===== src/rtl/closest_video_mode_select_unit_macros.svh =====
// Assertion macros used by the closest video mode selector.
`ifndef CLOSEST_VIDEO_MODE_SELECT_UNIT_MACROS_SVH
`define CLOSEST_VIDEO_MODE_SELECT_UNIT_MACROS_SVH

// Same-cycle implication, sampled on clk, off while arst_n is low.
`define CVMS_ASSERT_NOW(label, ante, cons, msg) \
	label: assert property (@(posedge clk) disable iff (!arst_n) (ante) |-> (cons)) \
		else $error(msg);

// Next-cycle implication, sampled on clk, off while arst_n is low.
`define CVMS_ASSERT_NEXT(label, ante, cons, msg) \
	label: assert property (@(posedge clk) disable iff (!arst_n) (ante) |=> (cons)) \
		else $error(msg);

`endif


===== src/rtl/cvms_pkg.sv =====
// Types and constants shared by the closest video mode selector.
`timescale 1ns / 1ps
package cvms_pkg;

	typedef enum logic [2:0] {
		REG_WANT_RED     = 3'd0,
		REG_WANT_GREEN   = 3'd1,
		REG_WANT_BLUE    = 3'd2,
		REG_WANT_WIDTH   = 3'd3,
		REG_WANT_HEIGHT  = 3'd4,
		REG_WANT_REFRESH = 3'd5
	} cfg_reg_t;

	localparam int CFG_INDEX_W = 3;
	localparam int CFG_DATA_W  = 16;

	localparam int COLOR_W = 8;
	localparam int SIZE_W  = 29;
	localparam int RATE_W  = 32;

	// Largest possible color cost: three channels of at most 63 each.
	localparam logic [COLOR_W-1:0] COLOR_MAX = 8'd189;

	localparam logic [5:0]  DONT_CARE_BITS  = 6'h3F;
	localparam logic [10:0] PREFER_HIGHEST  = 11'h7FF;

	typedef struct packed {
		logic [4:0]  red;
		logic [4:0]  green;
		logic [4:0]  blue;
		logic [13:0] width;
		logic [13:0] height;
		logic [9:0]  refresh;
	} mode_t;

	typedef struct packed {
		logic [5:0]  red;
		logic [5:0]  green;
		logic [5:0]  blue;
		logic [13:0] width;
		logic [13:0] height;
		logic [10:0] refresh;
	} want_t;

	typedef struct packed {
		logic [COLOR_W-1:0] color;
		logic [SIZE_W-1:0]  size;
		logic [RATE_W-1:0]  rate;
	} cost_t;

	typedef struct packed {
		mode_t mode;
		cost_t cost;
		logic  last;
	} cand_t;

	typedef struct packed {
		logic [7:0] index;
		mode_t      mode;
	} result_t;

	localparam want_t WANT_RESET = '{
		red:     DONT_CARE_BITS,
		green:   DONT_CARE_BITS,
		blue:    DONT_CARE_BITS,
		width:   14'd0,
		height:  14'd0,
		refresh: PREFER_HIGHEST
	};

endpackage


===== src/rtl/cvms_cfg.sv =====
// Configuration register file holding the desired video mode.
`timescale 1ns / 1ps
module cvms_cfg (
	input  logic                              clk,
	input  logic                              arst_n,
	input  logic                              cfg_valid,
	output logic                              cfg_ready,
	input  logic [cvms_pkg::CFG_INDEX_W-1:0]  cfg_index,
	input  logic [cvms_pkg::CFG_DATA_W-1:0]   cfg_data,
	output cvms_pkg::want_t                   want
);

	cvms_pkg::want_t want_q;

	assign cfg_ready = 1'b1;
	assign want      = want_q;

	always_ff @(posedge clk or negedge arst_n) begin
		if (!arst_n) begin
			want_q <= cvms_pkg::WANT_RESET;
		end else if (cfg_valid) begin
			unique case (cvms_pkg::cfg_reg_t'(cfg_index))
				cvms_pkg::REG_WANT_RED:     want_q.red     <= cfg_data[5:0];
				cvms_pkg::REG_WANT_GREEN:   want_q.green   <= cfg_data[5:0];
				cvms_pkg::REG_WANT_BLUE:    want_q.blue    <= cfg_data[5:0];
				cvms_pkg::REG_WANT_WIDTH:   want_q.width   <= cfg_data[13:0];
				cvms_pkg::REG_WANT_HEIGHT:  want_q.height  <= cfg_data[13:0];
				cvms_pkg::REG_WANT_REFRESH: want_q.refresh <= cfg_data[10:0];
				default: ;
			endcase
		end
	end

endmodule


===== src/rtl/cvms_cost.sv =====
// Input register and cost logic that scores each candidate mode.
`timescale 1ns / 1ps
module cvms_cost (
	input  logic            clk,
	input  logic            arst_n,
	input  logic            in_valid,
	output logic            in_ready,
	input  cvms_pkg::mode_t in_mode,
	input  logic            in_last,
	input  cvms_pkg::want_t want,
	output logic            cand_valid,
	input  logic            cand_ready,
	output cvms_pkg::cand_t cand
);

	function automatic logic [5:0] chan_cost(input logic [5:0] want_bits, input logic [4:0] have);
		logic signed [6:0] d;
		logic [5:0]        r;
		d = $signed({2'b00, have}) - $signed({want_bits[5], want_bits});
		r = d[6] ? 6'(-d) : d[5:0];
		if (want_bits == cvms_pkg::DONT_CARE_BITS) begin
			r = 6'd0;
		end
		return r;
	endfunction

	logic            v_s1;
	cvms_pkg::mode_t mode_s1;
	logic            last_s1;

	logic [cvms_pkg::COLOR_W-1:0] color_c;
	logic [cvms_pkg::RATE_W-1:0]  rate_c;
	logic signed [11:0]           rdiff;
	logic signed [14:0]           wdiff;
	logic signed [14:0]           hdiff;
	logic [13:0]                  dw_c;
	logic [13:0]                  dh_c;
	logic [27:0]                  sq_w;
	logic [27:0]                  sq_h;
	logic [cvms_pkg::SIZE_W-1:0]  size_c;

	assign in_ready = !v_s1 || cand_ready;

	always_comb begin
		color_c = 8'(chan_cost(want.red, mode_s1.red))
		        + 8'(chan_cost(want.green, mode_s1.green))
		        + 8'(chan_cost(want.blue, mode_s1.blue));

		rdiff = $signed({2'b00, mode_s1.refresh}) - $signed({want.refresh[10], want.refresh});
		if (want.refresh == cvms_pkg::PREFER_HIGHEST) begin
			rate_c = ~{22'd0, mode_s1.refresh};
		end else begin
			rate_c = {21'd0, (rdiff[11] ? 11'(-rdiff) : rdiff[10:0])};
		end

		wdiff = $signed({1'b0, mode_s1.width}) - $signed({1'b0, want.width});
		hdiff = $signed({1'b0, mode_s1.height}) - $signed({1'b0, want.height});
		dw_c  = wdiff[14] ? 14'(-wdiff) : wdiff[13:0];
		dh_c  = hdiff[14] ? 14'(-hdiff) : hdiff[13:0];

		sq_w   = dw_c * dw_c;
		sq_h   = dh_c * dh_c;
		size_c = 29'(sq_w) + 29'(sq_h);
	end

	always_ff @(posedge clk or negedge arst_n) begin
		if (!arst_n) begin
			v_s1 <= 1'b0;
		end else if (in_ready) begin
			v_s1 <= in_valid;
		end
	end

	always_ff @(posedge clk) begin
		if (in_ready && in_valid) begin
			mode_s1 <= in_mode;
			last_s1 <= in_last;
		end
	end

	assign cand_valid      = v_s1;
	assign cand.mode       = mode_s1;
	assign cand.last       = last_s1;
	assign cand.cost.color = color_c;
	assign cand.cost.size  = size_c;
	assign cand.cost.rate  = rate_c;

endmodule


===== src/rtl/cvms_best.sv =====
// Running best-mode tracker, mode counter and result register.
`timescale 1ns / 1ps
`include "closest_video_mode_select_unit_macros.svh"
module cvms_best #(
	parameter int MAX_MODES = 256
) (
	input  logic              clk,
	input  logic              arst_n,
	input  logic              cand_valid,
	output logic              cand_ready,
	input  cvms_pkg::cand_t   cand,
	output logic              out_valid,
	input  logic              out_ready,
	output cvms_pkg::result_t out_word
);

	localparam int CNT_W = (MAX_MODES > 1) ? $clog2(MAX_MODES) : 1;
	localparam logic [CNT_W-1:0] CNT_LAST = CNT_W'(MAX_MODES - 1);

	logic [CNT_W-1:0]             cnt_q;
	logic [CNT_W-1:0]             best_pos_q;
	logic [cvms_pkg::COLOR_W-1:0] least_color_q;
	logic [cvms_pkg::SIZE_W-1:0]  least_size_q;
	logic [cvms_pkg::RATE_W-1:0]  least_rate_q;
	cvms_pkg::mode_t              best_mode_q;
	logic                         out_valid_q;
	cvms_pkg::result_t            out_q;

	logic             upd;
	logic             better;
	cvms_pkg::mode_t  sel_mode;
	logic [CNT_W-1:0] sel_pos;

	// A last word may only retire once the result register is free.
	assign cand_ready = !(cand.last && out_valid_q && !out_ready);
	assign upd        = cand_valid && cand_ready;

	always_comb begin
		better = (cand.cost.color < least_color_q) ||
		         (cand.cost.color == least_color_q && cand.cost.size < least_size_q) ||
		         (cand.cost.color == least_color_q && cand.cost.size == least_size_q &&
		          cand.cost.rate < least_rate_q);
		sel_mode = better ? cand.mode : best_mode_q;
		sel_pos  = better ? cnt_q : best_pos_q;
	end

	always_ff @(posedge clk or negedge arst_n) begin
		if (!arst_n) begin
			cnt_q         <= '0;
			best_pos_q    <= '0;
			least_color_q <= '1;
			least_size_q  <= '1;
			least_rate_q  <= '1;
			best_mode_q   <= '0;
			out_valid_q   <= 1'b0;
		end else begin
			if (upd && cand.last) begin
				out_valid_q <= 1'b1;
			end else if (out_ready) begin
				out_valid_q <= 1'b0;
			end

			if (upd) begin
				if (cand.last) begin
					cnt_q         <= '0;
					best_pos_q    <= '0;
					least_color_q <= '1;
					least_size_q  <= '1;
					least_rate_q  <= '1;
					best_mode_q   <= '0;
				end else begin
					cnt_q <= (cnt_q == CNT_LAST) ? '0 : cnt_q + 1'b1;
					if (better) begin
						best_pos_q    <= cnt_q;
						least_color_q <= cand.cost.color;
						least_size_q  <= cand.cost.size;
						least_rate_q  <= cand.cost.rate;
						best_mode_q   <= cand.mode;
					end
				end
			end
		end
	end

	always_ff @(posedge clk) begin
		if (upd && cand.last) begin
			out_q.index <= 8'(sel_pos);
			out_q.mode  <= sel_mode;
		end
	end

	assign out_valid = out_valid_q;
	assign out_word  = out_q;

	`CVMS_ASSERT_NOW(a_no_overrun, upd && cand.last, !out_valid_q || out_ready, "result overwritten while stalled")
	`CVMS_ASSERT_NEXT(a_result_follows_last, upd && cand.last, out_valid_q, "no result after last word")
	`CVMS_ASSERT_NEXT(a_search_restarts, upd && cand.last, cnt_q == '0 && least_color_q == '1, "search not cleared after last word")
	`CVMS_ASSERT_NOW(a_color_range, 1'b1, least_color_q <= cvms_pkg::COLOR_MAX || least_color_q == '1, "color cost out of range")

endmodule


===== src/rtl/closest_video_mode_select_unit.sv =====
// Top level of the closest video mode selector.
`timescale 1ns / 1ps
// The block scans a list of display modes, one word per mode on the input
// channel, and keeps the mode that best matches the desired mode held in the
// configuration registers. Cost is compared as color depth difference first,
// then squared size distance, then refresh difference, or highest refresh
// when the wanted refresh is all ones; the earliest mode wins ties. The word
// flagged by mode_last closes the list, and one result word with the position
// and fields of the best mode appears on the output channel. The configuration
// channel is always ready and takes a register index and data; it should only
// be written while no list is in flight. A mode word is scored and compared
// from an input register; retiring the last word loads the result register.
// One word is accepted every cycle; a stalled receiver holds up the input only
// when a further last word reaches the compare stage while a result still
// waits. Reset clears the running best, the mode counter and the result valid
// flag, and loads the configuration with its default values.
module closest_video_mode_select_unit #(
	parameter int MAX_MODES = 256
) (
	input  logic        clk,
	input  logic        arst_n,
	input  logic        cfg_valid,
	output logic        cfg_ready,
	input  logic [2:0]  cfg_index,
	input  logic [15:0] cfg_data,
	input  logic        in_valid,
	output logic        in_ready,
	input  logic [4:0]  mode_red,
	input  logic [4:0]  mode_green,
	input  logic [4:0]  mode_blue,
	input  logic [13:0] mode_width,
	input  logic [13:0] mode_height,
	input  logic [9:0]  mode_refresh,
	input  logic        mode_last,
	output logic        out_valid,
	input  logic        out_ready,
	output logic [7:0]  best_index,
	output logic [4:0]  best_red,
	output logic [4:0]  best_green,
	output logic [4:0]  best_blue,
	output logic [13:0] best_width,
	output logic [13:0] best_height,
	output logic [9:0]  best_refresh
);

	cvms_pkg::want_t   want;
	cvms_pkg::mode_t   in_mode;
	cvms_pkg::cand_t   cand;
	cvms_pkg::result_t out_word;
	logic              cand_valid;
	logic              cand_ready;

	assign in_mode.red     = mode_red;
	assign in_mode.green   = mode_green;
	assign in_mode.blue    = mode_blue;
	assign in_mode.width   = mode_width;
	assign in_mode.height  = mode_height;
	assign in_mode.refresh = mode_refresh;

	cvms_cfg u_cfg (
		.clk       (clk),
		.arst_n    (arst_n),
		.cfg_valid (cfg_valid),
		.cfg_ready (cfg_ready),
		.cfg_index (cfg_index),
		.cfg_data  (cfg_data),
		.want      (want)
	);

	cvms_cost u_cost (
		.clk        (clk),
		.arst_n     (arst_n),
		.in_valid   (in_valid),
		.in_ready   (in_ready),
		.in_mode    (in_mode),
		.in_last    (mode_last),
		.want       (want),
		.cand_valid (cand_valid),
		.cand_ready (cand_ready),
		.cand       (cand)
	);

	cvms_best #(
		.MAX_MODES (MAX_MODES)
	) u_best (
		.clk        (clk),
		.arst_n     (arst_n),
		.cand_valid (cand_valid),
		.cand_ready (cand_ready),
		.cand       (cand),
		.out_valid  (out_valid),
		.out_ready  (out_ready),
		.out_word   (out_word)
	);

	assign best_index   = out_word.index;
	assign best_red     = out_word.mode.red;
	assign best_green   = out_word.mode.green;
	assign best_blue    = out_word.mode.blue;
	assign best_width   = out_word.mode.width;
	assign best_height  = out_word.mode.height;
	assign best_refresh = out_word.mode.refresh;

endmodule

===== config.mk =====
export PLATFORM = sky130hd
export DESIGN_NAME = closest_video_mode_select_unit
export DESIGN_NICKNAME = d
export VERILOG_FILES = /design/src/rtl/cvms_pkg.sv /design/src/rtl/cvms_cfg.sv /design/src/rtl/cvms_cost.sv /design/src/rtl/cvms_best.sv /design/src/rtl/closest_video_mode_select_unit.sv
export VERILOG_INCLUDE_DIRS = /design/src /design/src/rtl
export SDC_FILE = /design/constraint.sdc
export NUM_CORES = 1
export LEC_CHECK = 0
export BUFFER_PORTS_ARGS = -buffer_cell sky130_fd_sc_hd__buf_2
export CAP_MARGIN = 20
export CELL_PAD_IN_SITES_DETAIL_PLACEMENT = 1
export CELL_PAD_IN_SITES_GLOBAL_PLACEMENT = 1
export CORE_UTILIZATION = 50
export DETAILED_ROUTE_END_ITERATION = 12
export GPL_TIMING_DRIVEN = 0
export PLACE_DENSITY_LB_ADDON = 0.1
export SKIP_LAST_GASP = 1
export SLEW_MARGIN = 15
export SYNTH_ARGS = -nofsm -noshare
export SYNTH_HDL_FRONTEND = slang
export SYNTH_SLANG_ARGS = --single-unit

===== constraint.sdc =====
create_clock -name clk -period 14.55 [get_ports clk]
set_input_delay 0 -clock clk [delete_from_list [all_inputs] [get_ports clk]]
set_output_delay 0 -clock clk [all_outputs]
set_load 0.02 [all_outputs]

==> out/metrics.cfg, run 1 <==
[layout]
area_growth_pct=13.0
layout-drive-gt1-share_pct=14.4
diodes=0
final_cell_mix=586 x inv_1, 300 x fa_1, 264 x ha_1
fin_area_mm2=0.0312
nets=3643
final_common_cell=inv_1

[critical_path]
cp_slowest_cell=fa_1
cpPeakStageDelay_ns=0.61
cp_max_fo=10
startpoint_type=flip-flop
cp.required_ns=15.00
crit_path_frequent_cell=fa_1
end_kind=flip-flop
crit_arrival_ns=14.29
crit_type=flip-flop to flip-flop

[sta]
finalSetupViolCount=0
hold_violations=0
setup-tns-final_ns=0
setup_ws_ns=0.706
clock_skew_ns=0.0233
fin_crit_sh_pct=95.2
fin_crit_ns=13.84
max_slew_margin_pct=29.2
tightest_slew_ns=1.06
fmax_mhz=72.2
slew_viol_final=0

[placed_design]
gp_congestion=0.905
port-buffer-count=136
place_area_mm2=0.0293
dp_hpwl_mm=63.9
dp_slack_ns=-0.375

[floorplan]
die_area_mm2=0.0561
coreArea_mm2=0.0541
rows=85
ioPinCount=142
fp.dieW_um=237
initial_core_util_pct=51.0
die_h_um=237

[clocking]
clock-sinks=292
insertion_delay_ns=0.55
cts_max_path_buffers=3
clkTransAtPathRegs_ns=0.06
h-tree-depth=2
clockRootBuffer=clkbuf_16
cts-buffers-inserted=34
cts_tree=yes

[logic_synthesis]
yosysWarnings=0
syn-cell-area_mm2=0.0276
syn_nets=3390
synth-seq-cells=292
yosysUniqueCellTypes=75
synthArstFlopShare_pct=60.6
ys_seq_area_share_pct=28.9
synth_top_cell_by_area=fa_1
synthTopCellsByArea=fa_1 22%, edfxtp_1 13%, ha_1 12%
syn_inst=2748
synth.avg_cell_area_um2=10.0
synth_ff_type=edfxtp_1
yosys.area.top_type_share_pct=21.8
synth-edff-count=115

[grt]
grt_pass1_wl_mm=130
antenna_found_initial=2
grt_max_degree=93
grt_pass1_vias=23500
grt.overflow.total=0
grt_usage_pct=30.3

[routing]
vias_per_cell=5.59
drtAntennaViolNets=0
drtPass1Iterations=5
drc=0
wl_mm=83.2
routed-via-count=20800
wl_per_cell_um=22.4
drtIter0Drc=962

[min_path]
hold_path_class=input port to async pin

[outcome]
run_status=finished clean

[job]
drv_cap=0

==> metrics by stage <==
stage	std cells	util [%]	hold WS [ns]
after floorplan	2748	-	-0.296
after global placement	3580	53.8	0.177
after detailed placement	3583	54.1	0.0511
after CTS	3717	57.3	0.0326
after global routing	3721	57.6	0.104
final	3721	57.6	0.0361
==> synthesized netlist by cell type (28+ instances only) <==
| cell | instances |
|---|---|
| xnor2_1 | 73 |
| a22o_1 | 63 |
| a21o_1 | 49 |
| xor2_1 | 46 |
| nand2_1 | 121 |
| mux2_2 | 94 |
| nand2b_1 | 38 |
| dfstp_2 | 78 |
| fa_1 | 300 |
| o21ai_0 | 84 |
| clkbuf_1 | 53 |
| ha_1 | 264 |
| nor2_1 | 246 |
| or2_2 | 28 |
| a21oi_1 | 101 |
| inv_1 | 587 |
| dfrtp_1 | 99 |
| edfxtp_1 | 115 |
==> flip-flops by register name, summed over array words and instances (netlist names) <==
register and flops:
u_best.out_word 61, u_cfg.want 57, u_best.best_mode_q 53, u_cost.cand 53, u_best.least_size_q 29, u_best.least_rate_q 12, u_best.best_pos_q 8, u_best.cnt_q 8
u_best.least_color_q 8, u_best.out_valid 1, u_cost.cand_valid 1, u_cost.last_s1 1
==> worst max-delay path: cells and delay by family (launching register included) <==
family	cells	cell delay [ns]
compound gates	14	3.39
xor+xnor	2	0.85
fa+ha+maj	11	5.00
buf+inv	10	1.97
flops	1	0.38
mux	1	0.27
simple gates	10	1.84
==> per-layer routing <==
layer  up-vias  global-route usage, %  share of wire (%)
li1       9407                      -                  -
met1     10700                   36.4                 40
met2       516                   54.0                 51
met3       172                   3.49                3.7
met4         0                   14.3                5.1
met5         -                      0                  0
==> worst paths after layout <==
path                       cells past startpoint                     from  slack, ns                 endpoint
max in group asynchronous                      3                   arst_n      13.56           u_cfg.want[33]
hold / removal                                 2                   arst_n       0.04     u_best.best_pos_q[4]
setup / recovery                              48          u_cost.cand[94]       0.71  u_best.least_rate_q[30]
setup reg to reg                              48          u_cost.cand[94]       0.71  u_best.least_rate_q[30]
hold reg to reg                                2  u_best.least_color_q[4]       0.48  u_best.least_color_q[4]
min in group clk                               4             cfg_index[1]       0.07           u_cfg.want[52]
==> cell type report <==
type | instances | area [µm²]
clock inverter | 14 | 91.3
sequential | 292 | 7980
multi-input combinational | 1797 | 17200
tap | 696 | 871
inverter | 594 | 2240
fill | 5946 | 23000
buffer | 65 | 284
timing repair buffer | 217 | 1540
clock buffer | 46 | 937
==> logic make-up after synthesis <==
kind of cell / count (synthesis) / synth area share [%]
adder cells (fa/ha/maj): 564 / 33.7
XOR/XNOR: 120 / 3.84
flip-flops: 292 / 28.9
other: 1 / 0.0136
multiplexers: 104 / 4.20
AND/OR/NAND/NOR: 578 / 9.75
buffers and inverters: 659 / 9.04
AO/OA/AOI/OAI: 430 / 10.5
==> timing repair <==
| action | in CTS | in global routing |
|---|---|---|
| setup buffers | 0 | 3 |
| endpoints found under the hold margin | 202 | 0 |
| hold buffers | 74 | 0 |
| setup endpoints to repair | 143 | 167 |
| gates resized for setup | 3 | 38 |
| gates cloned | 0 | 0 |
| pin swaps | 0 | 1 |
Power of run 1 is left out: the tool's default activity adds up to more than one toggle a clock period on the data nets, which glitch-free logic cannot reach.
==> inputs of run 2 (changes only) <==
--- a/config.mk
+++ b/config.mk
@@ -6,7 +6,7 @@
 export SDC_FILE = /design/constraint.sdc
 export NUM_CORES = 1
 export LEC_CHECK = 0
-export BUFFER_PORTS_ARGS = -buffer_cell sky130_fd_sc_hd__buf_2
+export BUFFER_PORTS_ARGS = -buffer_cell sky130_fd_sc_hd__buf_4
 export CAP_MARGIN = 20
 export CELL_PAD_IN_SITES_DETAIL_PLACEMENT = 1
 export CELL_PAD_IN_SITES_GLOBAL_PLACEMENT = 1
==> constraint.sdc (replaced) <==
create_clock -name clk -period 14.55 [get_ports clk]
set_input_delay 2.91 -clock clk [delete_from_list [all_inputs] [get_ports clk]]
set_output_delay 2.91 -clock clk [all_outputs]
set_load 0.02 [all_outputs]
==> out/metrics.cfg, run 2 (same netlist as run 1, synthesis figures left out) <==
[sta]
hold_violations=0  ; unchanged
fmax_mhz=72.3  ; was 72.2 MHz
tightest_slew_ns=1.12  ; was 1.06 ns
clock_skew_ns=0.0277  ; was 0.0233 ns
rsz0062_at_grt=no
max_slew_margin_pct=24.8  ; was 29.2%
fin_crit_ns=13.83  ; was 13.84 ns
fin_crit_sh_pct=95.1  ; was 95.2%
setup_ws_ns=0.718  ; was 0.706 ns
slew_viol_final=0  ; unchanged
holdWs_ns=0.481  ; was 0.0361 ns
finalSetupViolCount=0  ; unchanged

[critical_path]
startpoint_type=flip-flop  ; unchanged
crit_buf_inv=10  ; unchanged
crit_arrival_ns=14.29  ; about the same
cp_max_fo=10  ; unchanged
cpPeakStageDelay_ns=0.67  ; was 0.61 ns
cp.required_ns=15.00  ; about the same
crit_type=flip-flop to flip-flop  ; unchanged
crit_family=adder cells  ; unchanged
end_kind=flip-flop  ; unchanged
cp_slowest_cell=xnor2_2  ; was fa_1
crit_path_frequent_cell=fa_1  ; unchanged

[layout]
layout-drive-gt1-share_pct=15.1  ; was 14.4%
diodes=0  ; unchanged
instances_no_fill=3651  ; was 3721
n_fill_cell=5996  ; was 5946
fin_util_pct=57.0  ; was 57.6%
final_common_cell=inv_1  ; unchanged
area_growth_pct=11.9  ; was 13.0%
largest_register_ffs=61  ; unchanged
nets=3572  ; was 3643
final_cell_mix=586 x inv_1, 300 x fa_1, 264 x ha_1  ; unchanged

[grt]
grt.overflow.total=0  ; unchanged
grt_usage_pct=29.3  ; was 30.3%
grt_pass1_vias=23000  ; was 23500
grt_max_degree=99  ; was 93
antenna_found_initial=1  ; was 2
grt_pass1_wl_mm=127  ; was 130 mm

[placed_design]
dp_slack_ns=-0.295  ; was -0.375 ns
dp.cells=3583  ; unchanged
gp_congestion=0.911  ; was 0.905
dp_hpwl_mm=64.8  ; was 63.9 mm
port-buffer-count=136  ; unchanged

[routing]
vias_per_cell=5.58  ; was 5.59
drtAntennaViolNets=0  ; unchanged
wl_mm=79.6  ; was 83.2 mm
drtIter0Drc=979  ; was 962
drtPass1Iterations=4  ; was 5
routed-via-count=20400  ; was 20800
drc=0  ; unchanged
wl_per_cell_um=21.8  ; was 22.4 µm

[floorplan]
ioPinCount=142  ; unchanged
die_h_um=237  ; unchanged
rows=85  ; unchanged
initial_core_util_pct=51.0  ; unchanged
fp.dieW_um=237  ; unchanged
coreArea_mm2=0.0541  ; unchanged
die_area_mm2=0.0561  ; unchanged

[clocking]
cts_max_path_buffers=3  ; unchanged
clock-sinks=292  ; unchanged
cts-buffers-inserted=35  ; was 34
h-tree-depth=2  ; unchanged
postCtsHoldBufs=0  ; was 74
clockRootBuffer=clkbuf_16  ; unchanged
insertion_delay_ns=0.55  ; about the same
cts_tree=yes  ; unchanged
clkTransAtPathRegs_ns=0.06  ; about the same

[outcome]
run_status=finished clean  ; unchanged

[job]
drv_cap=0  ; unchanged

[min_path]
hold_path_class=flip-flop to flip-flop  ; was input port to async pin

[run 2: timing repair]
item                       in CTS  in global routing
pin swaps                       0                  1
setup endpoints to repair      54                170
setup buffers                   0                  4
hold endpoints to repair        0                  0
gates resized for setup         2                 40
[run 2: worst reg2reg max path, delay by kind of cell, from the launching register on]
kind | cells | cell delay, ns
compound gates | 16 | 4.01
xor+xnor | 2 | 0.77
fa+ha+maj | 11 | 4.83
buf+inv | 10 | 2.26
flops | 1 | 0.40
simple gates | 7 | 1.51
[run 2: final timing paths]
check / to / slack, ns / start / cells after the start
hold reg to reg: u_best.least_size_q[19] / 0.48 / u_best.least_size_q[19] / 2
min in group asynchronous: u_best.best_pos_q[5] / 2.32 / arst_n / 1
hold / removal: u_best.least_size_q[19] / 0.48 / u_best.least_size_q[19] / 2
setup / recovery: u_best.least_rate_q[10] / 0.72 / u_cost.cand[94] / 46
setup reg to reg: u_best.least_rate_q[10] / 0.72 / u_cost.cand[94] / 46
max in group asynchronous: u_best.best_mode_q[27] / 11.27 / arst_n / 2
[run 2: per-stage QoR]
| stage | setup TNS, ns | instance area (µm²) |
|---|---|---|
| 2_1_floorplan | 0 | 27600 |
| 3_3_place_gp | -5.38 | 29500 |
| 3_5_place_dp | -8.20 | 29600 |
| 4_1_cts | 0 | 30700 |
| 5_1_grt | 0 | 30900 |
| 6_report | 0 | 30900 |
[run 2: area by class of cell]
cell class / count / area (µm²) / share of cell area, %
Buffer: 65 / 280 / 0.908
Clock buffer: 47 / 971 / 3.15
Clock inverter: 15 / 134 / 0.434
Inverter: 594 / 2240 / 7.24
Multi-Input combinational cell: 1797 / 17200 / 55.9
Sequential cell: 292 / 7980 / 25.8
Tap cell: 696 / 871 / 2.82
Timing Repair Buffer: 145 / 1150 / 3.74
[run 2: layer usage]
metal	share of wire, %	GRT usage, %	vias to the layer above	wire length [µm]
met4	4.5	12.7	0	3580
met3	3.3	2.97	144	2600
li1	-	-	9286	-
met5	0	0	-	0
met2	52	52.8	400	41100
met1	41	35.6	10500	32300
Power of run 2 is left out for the same reason.
